===== config.mk =====
export PLATFORM = sky130hd
export DESIGN_NAME = tlrb_ctrl_flat
export DESIGN_NICKNAME = d
export VERILOG_FILES = /design/src/rtl/core/tlrb_pkg.sv /design/src/rtl/core/tlrb_if.sv /design/src/rtl/core/tlrb_ctrl.sv /design/src/flat_wrapper.sv
export SDC_FILE = /design/constraint.sdc
export NUM_CORES = 1
export LEC_CHECK = 0
export BUFFER_PORTS_ARGS = -buffer_cell sky130_fd_sc_hd__buf_2
export CAP_MARGIN = 10
export CORE_AREA = 10 10 140 142
export DETAILED_ROUTE_END_ITERATION = 10
export DIE_AREA = 0 0 150 152
export GPL_TIMING_DRIVEN = 0
export PLACE_DENSITY = 0.76
export SYNTH_ARGS = -nofsm -noshare
export SYNTH_HDL_FRONTEND = slang
export SYNTH_SLANG_ARGS = --single-unit

===== constraint.sdc =====
create_clock -name clk_i -period 15.9 [get_ports clk_i]
set_input_delay 2.385 -clock clk_i [delete_from_list [all_inputs] [get_ports clk_i]]
set_output_delay 2.385 -clock clk_i [all_outputs]
set_load 0.03 [all_outputs]

===== src/rtl/core/tlrb_pkg.sv =====
package tlrb_pkg;

  typedef enum logic [2:0] {
    OP_APPEND = 3'd0,
    OP_POSITION = 3'd1,
    OP_READ = 3'd2,
    OP_CLEAR = 3'd3,
    OP_STATS = 3'd4
  } op_e;

  localparam logic [1:0] KIND_ACK = 2'd0;
  localparam logic [1:0] KIND_BYTE = 2'd1;
  localparam logic [1:0] KIND_STATS = 2'd2;

  localparam logic [1:0] ST_OK = 2'd0;
  localparam logic [1:0] ST_FULL = 2'd1;
  localparam logic [1:0] ST_EMPTY = 2'd2;

  // Ring size; pointer wrap and the fill percentage rely on a power of two
  localparam int unsigned StoreBytes = 4096;
  localparam int unsigned HdrBytes = 5;
  localparam int unsigned LenOffset = 4;   // length byte within the header
  localparam int unsigned MaxResults = 64;
  localparam logic [9:0] CountLimit = 10'd1023;

  typedef struct packed {
    logic [2:0] op;
    logic [7:0] data_byte;
    logic last;
    logic [31:0] time_stamp;
    logic [9:0] latest_count;
  } in_word_t;

  typedef struct packed {
    logic [1:0] kind;
    logic [1:0] status;
    logic [31:0] rec_time;
    logic [7:0] rec_byte;
    logic end_of_run;
    logic [9:0] entries_now;
    logic [31:0] writes_total;
    logic [31:0] drops_total;
    logic [9:0] entries_peak;
    logic [6:0] fill_percent;
  } out_word_t;

  // Commands from the controller to the datapath
  typedef enum logic [3:0] {
    CMD_NONE = 4'd0,
    CMD_STAGE = 4'd1,
    CMD_EVICT = 4'd2,
    CMD_WRITE = 4'd3,
    CMD_COMMIT_END = 4'd4,
    CMD_SKIP_RD = 4'd5,
    CMD_SKIP = 4'd6,
    CMD_POS_SET = 4'd7,
    CMD_RD_HDR = 4'd8,
    CMD_RD_LEN = 4'd9,
    CMD_RD_BYTE = 4'd10,
    CMD_READ_END = 4'd11,
    CMD_CLEAR = 4'd12
  } cmd_e;

  typedef struct packed {
    logic need_evict;   // must evict before commit
    logic fits;         // record fits now
    logic write_done;   // last byte of the record written
    logic no_records;
    logic skip_done;    // cursor skip finished
    logic cursor_empty;
    logic hdr_done;     // last timestamp byte being taken
    logic bytes_done;   // nothing more to emit
    logic byte_last;    // byte now fetched is the final emitted one
    logic len_zero;
  } dp_status_t;

endpackage


===== src/rtl/core/tlrb_if.sv =====
interface tlrb_in_if;
  import tlrb_pkg::*;
  logic valid;
  logic ready;
  in_word_t data;
  modport source(output valid, output data, input ready);
  modport sink(input valid, input data, output ready);
endinterface

interface tlrb_out_if;
  import tlrb_pkg::*;
  logic valid;
  logic ready;
  out_word_t data;
  modport source(output valid, output data, input ready);
  modport sink(input valid, input data, output ready);
endinterface


===== src/rtl/core/tlrb_ctrl.sv =====
module tlrb_ctrl (
  input  logic clk_i,
  input  logic rst_ni,
  tlrb_in_if.sink in_if,
  tlrb_out_if.source out_if,
  output tlrb_pkg::cmd_e cmd_o,
  input  tlrb_pkg::dp_status_t status_i,
  input  logic [31:0] rec_time_i,
  input  logic [7:0] rec_byte_i,
  input  tlrb_pkg::out_word_t stats_i
);
  import tlrb_pkg::*;

  localparam logic [3:0] S_IDLE = 4'd0;
  localparam logic [3:0] S_EVCHK = 4'd1;
  localparam logic [3:0] S_WR = 4'd2;
  localparam logic [3:0] S_CEND = 4'd3;
  localparam logic [3:0] S_SKIP = 4'd4;
  localparam logic [3:0] S_HDR = 4'd5;
  localparam logic [3:0] S_LEN = 4'd6;
  localparam logic [3:0] S_BYTE = 4'd7;
  localparam logic [3:0] S_MUL = 4'd8;
  localparam logic [3:0] S_OUT = 4'd9;

  logic [3:0] state_q, state_d;
  logic ovalid_q, ovalid_d;
  out_word_t odata_q, odata_d;

  assign in_if.ready = (state_q == S_IDLE) && !ovalid_q;
  assign out_if.valid = ovalid_q;
  assign out_if.data = odata_q;

  function automatic out_word_t ack_w(logic [1:0] st);
    out_word_t w;
    w = '0;
    w.kind = KIND_ACK;
    w.status = st;
    w.end_of_run = 1'b1;
    return w;
  endfunction

  logic acc;
  assign acc = in_if.valid && in_if.ready;

  always_comb begin
    state_d = state_q;
    cmd_o = CMD_NONE;
    ovalid_d = ovalid_q && !out_if.ready;
    odata_d = odata_q;
    case (state_q)
      S_IDLE: if (acc) begin
        case (in_if.data.op)
          OP_APPEND: begin
            cmd_o = CMD_STAGE;
            if (in_if.data.last) state_d = S_EVCHK;
            else begin ovalid_d = 1'b1; odata_d = ack_w(ST_OK); end
          end
          OP_POSITION: begin cmd_o = CMD_SKIP_RD; state_d = S_SKIP; end
          OP_READ: begin
            if (status_i.cursor_empty) begin
              ovalid_d = 1'b1; odata_d = ack_w(ST_EMPTY);
            end else begin cmd_o = CMD_POS_SET; state_d = S_HDR; end
          end
          OP_CLEAR: begin
            cmd_o = CMD_CLEAR; ovalid_d = 1'b1; odata_d = ack_w(ST_OK);
          end
          OP_STATS: state_d = S_MUL;
          default: begin ovalid_d = 1'b1; odata_d = ack_w(ST_OK); end
        endcase
      end
      S_EVCHK: begin
        if (status_i.need_evict) cmd_o = CMD_EVICT;
        else if (status_i.fits) state_d = S_WR;
        else state_d = S_CEND;
      end
      S_WR: begin
        cmd_o = CMD_WRITE;
        if (status_i.write_done) state_d = S_CEND;
      end
      S_CEND: begin
        cmd_o = CMD_COMMIT_END;
        ovalid_d = 1'b1;
        odata_d = ack_w(status_i.fits ? ST_OK : ST_FULL);
        state_d = S_IDLE;
      end
      S_SKIP: begin
        if (status_i.no_records) begin
          ovalid_d = 1'b1; odata_d = ack_w(ST_EMPTY); state_d = S_IDLE;
        end else if (status_i.skip_done) begin
          ovalid_d = 1'b1; odata_d = ack_w(ST_OK); state_d = S_IDLE;
        end else begin
          cmd_o = CMD_SKIP;
        end
      end
      S_HDR: begin
        cmd_o = CMD_RD_HDR;
        if (status_i.hdr_done) state_d = S_LEN;
      end
      S_LEN: begin cmd_o = CMD_RD_LEN; state_d = S_BYTE; end
      S_BYTE: begin
        if (status_i.len_zero) begin
          cmd_o = CMD_READ_END;
          ovalid_d = 1'b1; odata_d = ack_w(ST_OK); state_d = S_IDLE;
        end else if (status_i.bytes_done) begin
          cmd_o = CMD_READ_END; state_d = S_IDLE;
        end else if (!ovalid_q || out_if.ready) begin
          cmd_o = CMD_RD_BYTE;
          ovalid_d = 1'b1;
          odata_d = '0;
          odata_d.kind = KIND_BYTE;
          odata_d.rec_time = rec_time_i;
          odata_d.rec_byte = rec_byte_i;
          odata_d.end_of_run = status_i.byte_last;
        end
      end
      S_MUL: state_d = S_OUT;
      S_OUT: begin
        ovalid_d = 1'b1; odata_d = stats_i; state_d = S_IDLE;
      end
      default: state_d = S_IDLE;
    endcase
  end

  always_ff @(posedge clk_i or negedge rst_ni) begin
    if (!rst_ni) begin
      state_q <= S_IDLE;
      ovalid_q <= 1'b0;
    end else begin
      state_q <= state_d;
      ovalid_q <= ovalid_d;
    end
  end

  always_ff @(posedge clk_i) begin
    odata_q <= odata_d;
  end
endmodule


===== src/flat_wrapper.sv =====
// flat-port wrapper written by rule: the top's interface ports become plain ports
module tlrb_ctrl_flat import tlrb_pkg::*;
  (clk_i, rst_ni, cmd_o, status_i, rec_time_i, rec_byte_i, stats_i, in_if_valid, in_if_data, in_if_ready, out_if_valid, out_if_data, out_if_ready);
  tlrb_in_if in_if_i ();
  tlrb_out_if out_if_i ();
  input  logic clk_i;
  input  logic rst_ni;
  output tlrb_pkg::cmd_e cmd_o;
  input  tlrb_pkg::dp_status_t status_i;
  input  logic [31:0] rec_time_i;
  input  logic [7:0] rec_byte_i;
  input  tlrb_pkg::out_word_t stats_i;
  input wire logic [$bits(in_if_i.valid)-1:0] in_if_valid;
  input wire logic [$bits(in_if_i.data)-1:0] in_if_data;
  output wire logic [$bits(in_if_i.ready)-1:0] in_if_ready;
  output wire logic [$bits(out_if_i.valid)-1:0] out_if_valid;
  output wire logic [$bits(out_if_i.data)-1:0] out_if_data;
  input wire logic [$bits(out_if_i.ready)-1:0] out_if_ready;
  assign in_if_i.valid = in_if_valid;
  assign in_if_i.data = in_if_data;
  assign in_if_ready = in_if_i.ready;
  assign out_if_valid = out_if_i.valid;
  assign out_if_data = out_if_i.data;
  assign out_if_i.ready = out_if_ready;
  tlrb_ctrl u_core (.clk_i(clk_i), .rst_ni(rst_ni), .in_if(in_if_i), .out_if(out_if_i), .cmd_o(cmd_o), .status_i(status_i), .rec_time_i(rec_time_i), .rec_byte_i(rec_byte_i), .stats_i(stats_i));
endmodule

## Word-level counts from Yosys, hierarchy flattened

Index checks and enable logic that the tools add are counted.

| word-level totals | value |
|---|---|
| bits of input ports | 244 |
| output and inout bits | 142 |
| logic and storage cells | 96 |
| bits in registers | 141 |

| operators by class | value |
|---|---|
| mux-type cells | 44 |
| eq/ne operators | 27 |
| reductions and logical operators | 13 |

Operator list:

| operator | number |
|---|---|
| two-way mux 136 bit | 8 |
| one-hot mux 136 bit (5 select lines) | 1 |
| one-hot mux 136 bit (3 select lines) | 1 |
| one-hot mux 4 bit (8 select lines) | 2 |
| two-way mux 4 bit | 15 |
| one-hot mux 4 bit (4 select lines) | 2 |
| inequality test 3 bit (second input constant) | 7 |
| equality test 4 x 3 -> 1 bit (second input constant) | 4 |
| two-way mux 1 bit | 10 |
| AND reduction 9 bit | 1 |
| equality test 4 x 2 -> 1 bit (second input constant) | 2 |
| equality test 4 bit (second input constant) | 2 |
| inequality test 2 bit (second input constant) | 4 |
| AND reduction 8 bit | 1 |
| equality test 3 x 2 -> 1 bit (second input constant) | 2 |
| two-way mux 3 bit | 2 |
| inequality test 5 bit (second input constant) | 1 |
| nonzero test 5 bit | 1 |
| equality test 4 x 1 -> 1 bit (second input constant) | 1 |
| logical NOT 4 bit | 1 |
| one-hot mux 1 bit (4 select lines) | 1 |
| OR reduction 2 bit | 2 |
| equality test 3 x 1 -> 1 bit (second input constant) | 1 |
| equality test 3 bit (second input constant) | 1 |
| 8 further kinds | 11 |

## Longest topological paths before layout

| logic depth | value |
|---|---|
| depth after elaboration | 6 |
| mapped depth | 7 |
| mapped depth without buffers | 5 |

## Worst setup path after synthesis

OpenSTA, ideal clock, no wires.

| timing path | value |
|---|---|
| path kind | input-to-reg |
| start point | in in_if_data[52] |
| end point | reg u_core.odata_q, in the netlist u_core.out_if.data[0], enable pin |
| stages on the path | 4 |
| setup slack | 5.612 ns |
| path buffers | 1 |
| data required time | 15.223 ns |
| library setup time | 0.677 ns |
| data arrival time | 9.610 ns |
| cell sequence | clkbuf_1 -> mux2i_1 -> o211ai_1 -> a21oi_1 |

| between the ends | value |
|---|---|
| longest elaborated chain between the ends | 4 |
| elaborated cells on any way between the ends | 9 |
| classes of those cells | 6 x eq/ne; 3 x reduce/logical |

Ends and longest elaborated chain:

| element | line | RTL |
|---|---|---|
| from (decl) | flat_wrapper.sv:14 | `input wire logic [$bits(in_if_i.data)-1:0] in_if_data;` |
| equality test 3 x 1 -> 1 bit or equality test 3 bit (tied branches) | tlrb_ctrl.sv:52 | `case (in_if.data.op)` |
| OR reduction 2 bit (no source line) | n/a |  |
| inequality test 2 bit (no source line) | n/a |  |
| AND reduction 8 bit (no source line) (*) | n/a |  |
| to (signal assigned) | tlrb_ctrl.sv:135 | `odata_q <= odata_d;` |
| to (decl) | tlrb_ctrl.sv:27 | `out_word_t odata_q, odata_d;` |

Mark *: on every way between the ends. The rest lies on a longest branch, timed or not.
A chain may end at the register's enable or synchronous reset.

## Final worst setup path

| timing path | value |
|---|---|
| start point | in status_i[5] (netlist name) |
| end point | out cmd_o[1] |

| between the ends | value |
|---|---|
| longest elaborated chain between the ends | 3 |

Ends and longest elaborated chain:

| element | line | RTL |
|---|---|---|
| from (decl) | flat_wrapper.sv:9 | `input tlrb_pkg::dp_status_t status_i;` |
| two-way mux 3 bit | tlrb_ctrl.sv:89 | `end else if (status_i.skip_done) begin` |
| two-way mux 4 bit | tlrb_ctrl.sv:87 | `if (status_i.no_records) begin` |
| one-hot mux 4 bit (8 select lines) | tlrb_ctrl.sv:50 | `case (state_q)` |
| to (decl) | flat_wrapper.sv:8 | `output tlrb_pkg::cmd_e cmd_o;` |

No other way between the ends.

==> reports/results.tsv <==
stage	metric	value	unit
layout	finish.cell_count_without_fillers	1010	
floorplanning	placement_rows	48	
setup_path	number_of_cells_on_the_worst_reg_to_reg_path	9	
timing	rsz_0062_raised_after_global_routing	false	
setup_path	critical_path_origin	status_i[5]	
layout	fin_nets	1015	
place	io_buffers	332	
routing	detail_route.wirelength	20800	um
global_route	global_router_s_overall_resource_usage	17.4	%
clocking	cts_repair_resize_count	0	
floorplanning	core_area	16900	um^2
power_and_ir_drop	cellPowerDensity	227	nW/um^2
global_route	first_global_vias	5090	
global_route	grt_first_pass_wirelength	30400	um
clocking	cts.repair_timing.setup_buffer_count	0	
setup_path	criticalPathCategory	input pin to output pin	
yosys	yosysSeqAreaShare	71.3	%
yosys	synth.area.top_cells	sky130_fd_sc_hd__edfxtp_1 (69%), sky130_fd_sc_hd__and3_1 (9.7%), sky130_fd_sc_hd__a22o_1 (5.9%)	
place	dp_slack	9810	ps
yosys	yosysWarnings	0	
setup_path	cp.arrival	3720	ps
global_route	grt_start_max_net_pins	32	
run_status	run_status	finished, final reports clean	
global_route	number_of_antenna_violations_at_the_first_check_in_global_routing	3	
floorplanning	die_footprint	22800	um^2
yosys	yosys.cell_count.top_type	sky130_fd_sc_hd__edfxtp_1	
clocking	post_cts_hold_buffer_count	0	
global_route	grt_overflow	0	
yosys	synth-main-ff-cell	sky130_fd_sc_hd__edfxtp_1	
timing	post-route-min-period	6110	ps
clocking	clk_pin_slew_worst_paths	60	ps
timing	fin_worst_skew	12.9	ps
yosys	distinct_cell_type_count_of_the_synthesized_netlist	45	
yosys	synth_area_leader_cell	sky130_fd_sc_hd__edfxtp_1	
place	placed_wire_length_estimate	16500	um
timing	timing_max_transition_violations_final	0	
routing	vias	4916	
clocking	tritoncts	built	
routing	detail_route.vias_per_cell	4.87	
setup_path	endpoint	cmd_o[1]	
setup_path	r2r_setup_slack	12830	ps
layout	fillers	1525	
setup_path	rr_endpoint	u_core.out_if.data[111]	
clocking	max-clock-path-buffers	2	
layout	utilization	50.7	%
setup_path	worst_setup_path_end_kind	output pin	
timing	worst-slew-pin-transition	795	ps
flow_run	maxCapViolCount	0	
yosys	async_flop_share	3.55	%
clocking	clkSinkCount	141	
timing	final_min_period_over_clock_period	38.4	%
power_and_ir_drop	vdd.ir_drop.worst	0.000130	V
timing	report.final.setup_viol	0	
yosys	mappedNetlistNets	658	
yosys	synth.cell_area	5900	um^2
timing	timing.fmax	164	MHz
yosys	synth.avg_cell_area	14.3	um^2
timing	finalHoldViolCount	0	
floorplanning	die_width	150	um
yosys	synthesis_stage_register_bit_count	141	
routing	first_pass_iters	5	
yosys	synth.cells.most_frequent	sky130_fd_sc_hd__edfxtp_1 (136), sky130_fd_sc_hd__and3_1 (92), sky130_fd_sc_hd__a22o_1 (40)	
power_and_ir_drop	leakage	4.03	nW
place	placed_cells	976	
clocking	clock_latency	410	ps
clocking	cts-htree-levels	4	
floorplanning	pin_count	386	
layout	layout-drive-gt1-share	48.8	%
yosys	synth-edff-count	136	
routing	drt-wirelength-per-cell	20.6	um
clocking	cts-root-buf	sky130_fd_sc_hd__clkbuf_16	
setup_path	reg2reg_from	u_core.state_q[0]	
timing	fin_tns_setup	0	ps
routing	dr.first_iter.drc_count	367	
setup_path	crit_path_start_kind	input pin	
place	gpl.final_weighted_congestion	0.956	
floorplanning	chipHeight	152	um
hold_path	min-delay-path-class	register to register	
timing	final_critical_path_setup_slack	9790	ps
setup_path	worst-path-max-fanout	3	
yosys	synth_largest_type_area_fraction	69.2	%
floorplanning	initial_core_utilization	34.9	%
timing	slew_headroom	47.0	%
routing	ant_nets	0	
setup_path	critPathRequiredTime	13520	ps
layout	synthToLayoutAreaGrowth	45.3	%
power_and_ir_drop	report.power.total	0.00195	W
routing	drc_errors	0	
clocking	cts_inserted_buffers	17	
yosys	synth_cells	414	
through the flow:
| step | cell area, um^2 | hold WS [ps] |
|---|---|---|
| floorplan | 5900 | 686 |
| global placement | 7850 | 751 |
| detailed placement | 7970 | 770 |
| CTS | 8570 | 779 |
| global route | 8580 | 823 |
| finish | 8580 | 799 |
registers in the layout, summed over array words and instances (netlist names):
signal / count
u_core.out_if.data: 136
u_core.state_q: 4
u_core.out_if.valid: 1
how the worst min path moves through the flow:
stage                      start                 to  slack, ps  cells after the start
2_1_floorplan  u_core.state_q[2]  u_core.state_q[3]        690                      3
3_3_place_gp   u_core.state_q[2]  u_core.state_q[3]        750                      3
3_5_place_dp   u_core.state_q[2]  u_core.state_q[3]        770                      3
4_1_cts        u_core.state_q[2]  u_core.state_q[3]        780                      3
5_1_grt        u_core.state_q[2]  u_core.state_q[3]        820                      3
6_report       u_core.state_q[2]  u_core.state_q[3]        800                      3
cells by family after synthesis:
group	after synthesis	synth area share, %
flops	141	71.3
compound gates	80	10.3
simple gates	148	14.9
xor+xnor	1	0.148
buf+inv	42	2.97
mux	2	0.360
power breakdown:
group | internal (W) | switching (W) | leakage (nW)
combinational | 0.000222 | 0.000650 | 2.36
clock | 0.000247 | 0.000153 | 0.281
sequential | 0.000637 | 0.0000422 | 1.39
total | 0.00111 | 0.000845 | 4.03
worst max-delay path, cell delays in order:
cell and delay (ps):
sky130_fd_sc_hd__buf_2 120, sky130_fd_sc_hd__or4b_1 490, sky130_fd_sc_hd__a21oi_1 220, sky130_fd_sc_hd__nor2_1 90
sky130_fd_sc_hd__o22ai_1 170, sky130_fd_sc_hd__buf_2 240
final cells by class:
cell class / count / area, um^2 / area share, %
clock inverter: 13 / 165 / 1.93
buffer: 39 / 164 / 1.91
timing repair buffer: 338 / 1780 / 20.8
clock buffer: 18 / 429 / 5.00
sequential: 141 / 4210 / 49.1
tap: 225 / 282 / 3.28
antenna: 2 / 5.00 / 0.0583
inverter: 3 / 11.3 / 0.131
multi-input combinational: 231 / 1530 / 17.8
per-layer routing:
| metal | track usage [%] | up-vias | part of all wire [%] |
|---|---|---|---|
| met4 | 5.51 | 2 | 2.1 |
| met3 | 6.71 | 36 | 9.9 |
| li1 | - | 2337 | - |
| met1 | 17.9 | 2281 | 36 |
| met2 | 31.5 | 260 | 52 |
| met5 | 0 | - | 0.053 |
cells in the final DEF, fill, tap and decap left out, types with 2 or more instances in the layout:
cell,instances
sky130_fd_sc_hd__a21oi_1,8
sky130_fd_sc_hd__a22o_1,40
sky130_fd_sc_hd__a31oi_1,3
sky130_fd_sc_hd__and2_1,2
sky130_fd_sc_hd__and3_1,92
sky130_fd_sc_hd__buf_12,3
sky130_fd_sc_hd__buf_16,2
sky130_fd_sc_hd__buf_2,337
sky130_fd_sc_hd__bufinv_16,3
sky130_fd_sc_hd__clkbuf_1,33
sky130_fd_sc_hd__clkbuf_16,17
sky130_fd_sc_hd__clkinv_4,2
sky130_fd_sc_hd__clkinvlp_4,3
sky130_fd_sc_hd__dfrtp_1,5
sky130_fd_sc_hd__diode_2,2
sky130_fd_sc_hd__edfxtp_1,136
sky130_fd_sc_hd__inv_1,3
sky130_fd_sc_hd__inv_6,3
sky130_fd_sc_hd__nand2_1,8
sky130_fd_sc_hd__nand2b_1,6
sky130_fd_sc_hd__nor2_1,16
sky130_fd_sc_hd__nor2b_1,3
sky130_fd_sc_hd__nor3_1,7
sky130_fd_sc_hd__nor3b_1,3
sky130_fd_sc_hd__nor4_1,3
sky130_fd_sc_hd__o21ai_0,8
sky130_fd_sc_hd__o22ai_1,3
sky130_fd_sc_hd__o31ai_1,4
sky130_fd_sc_hd__or2_2,2
Note: power is estimated with default switching activity, not from simulation.
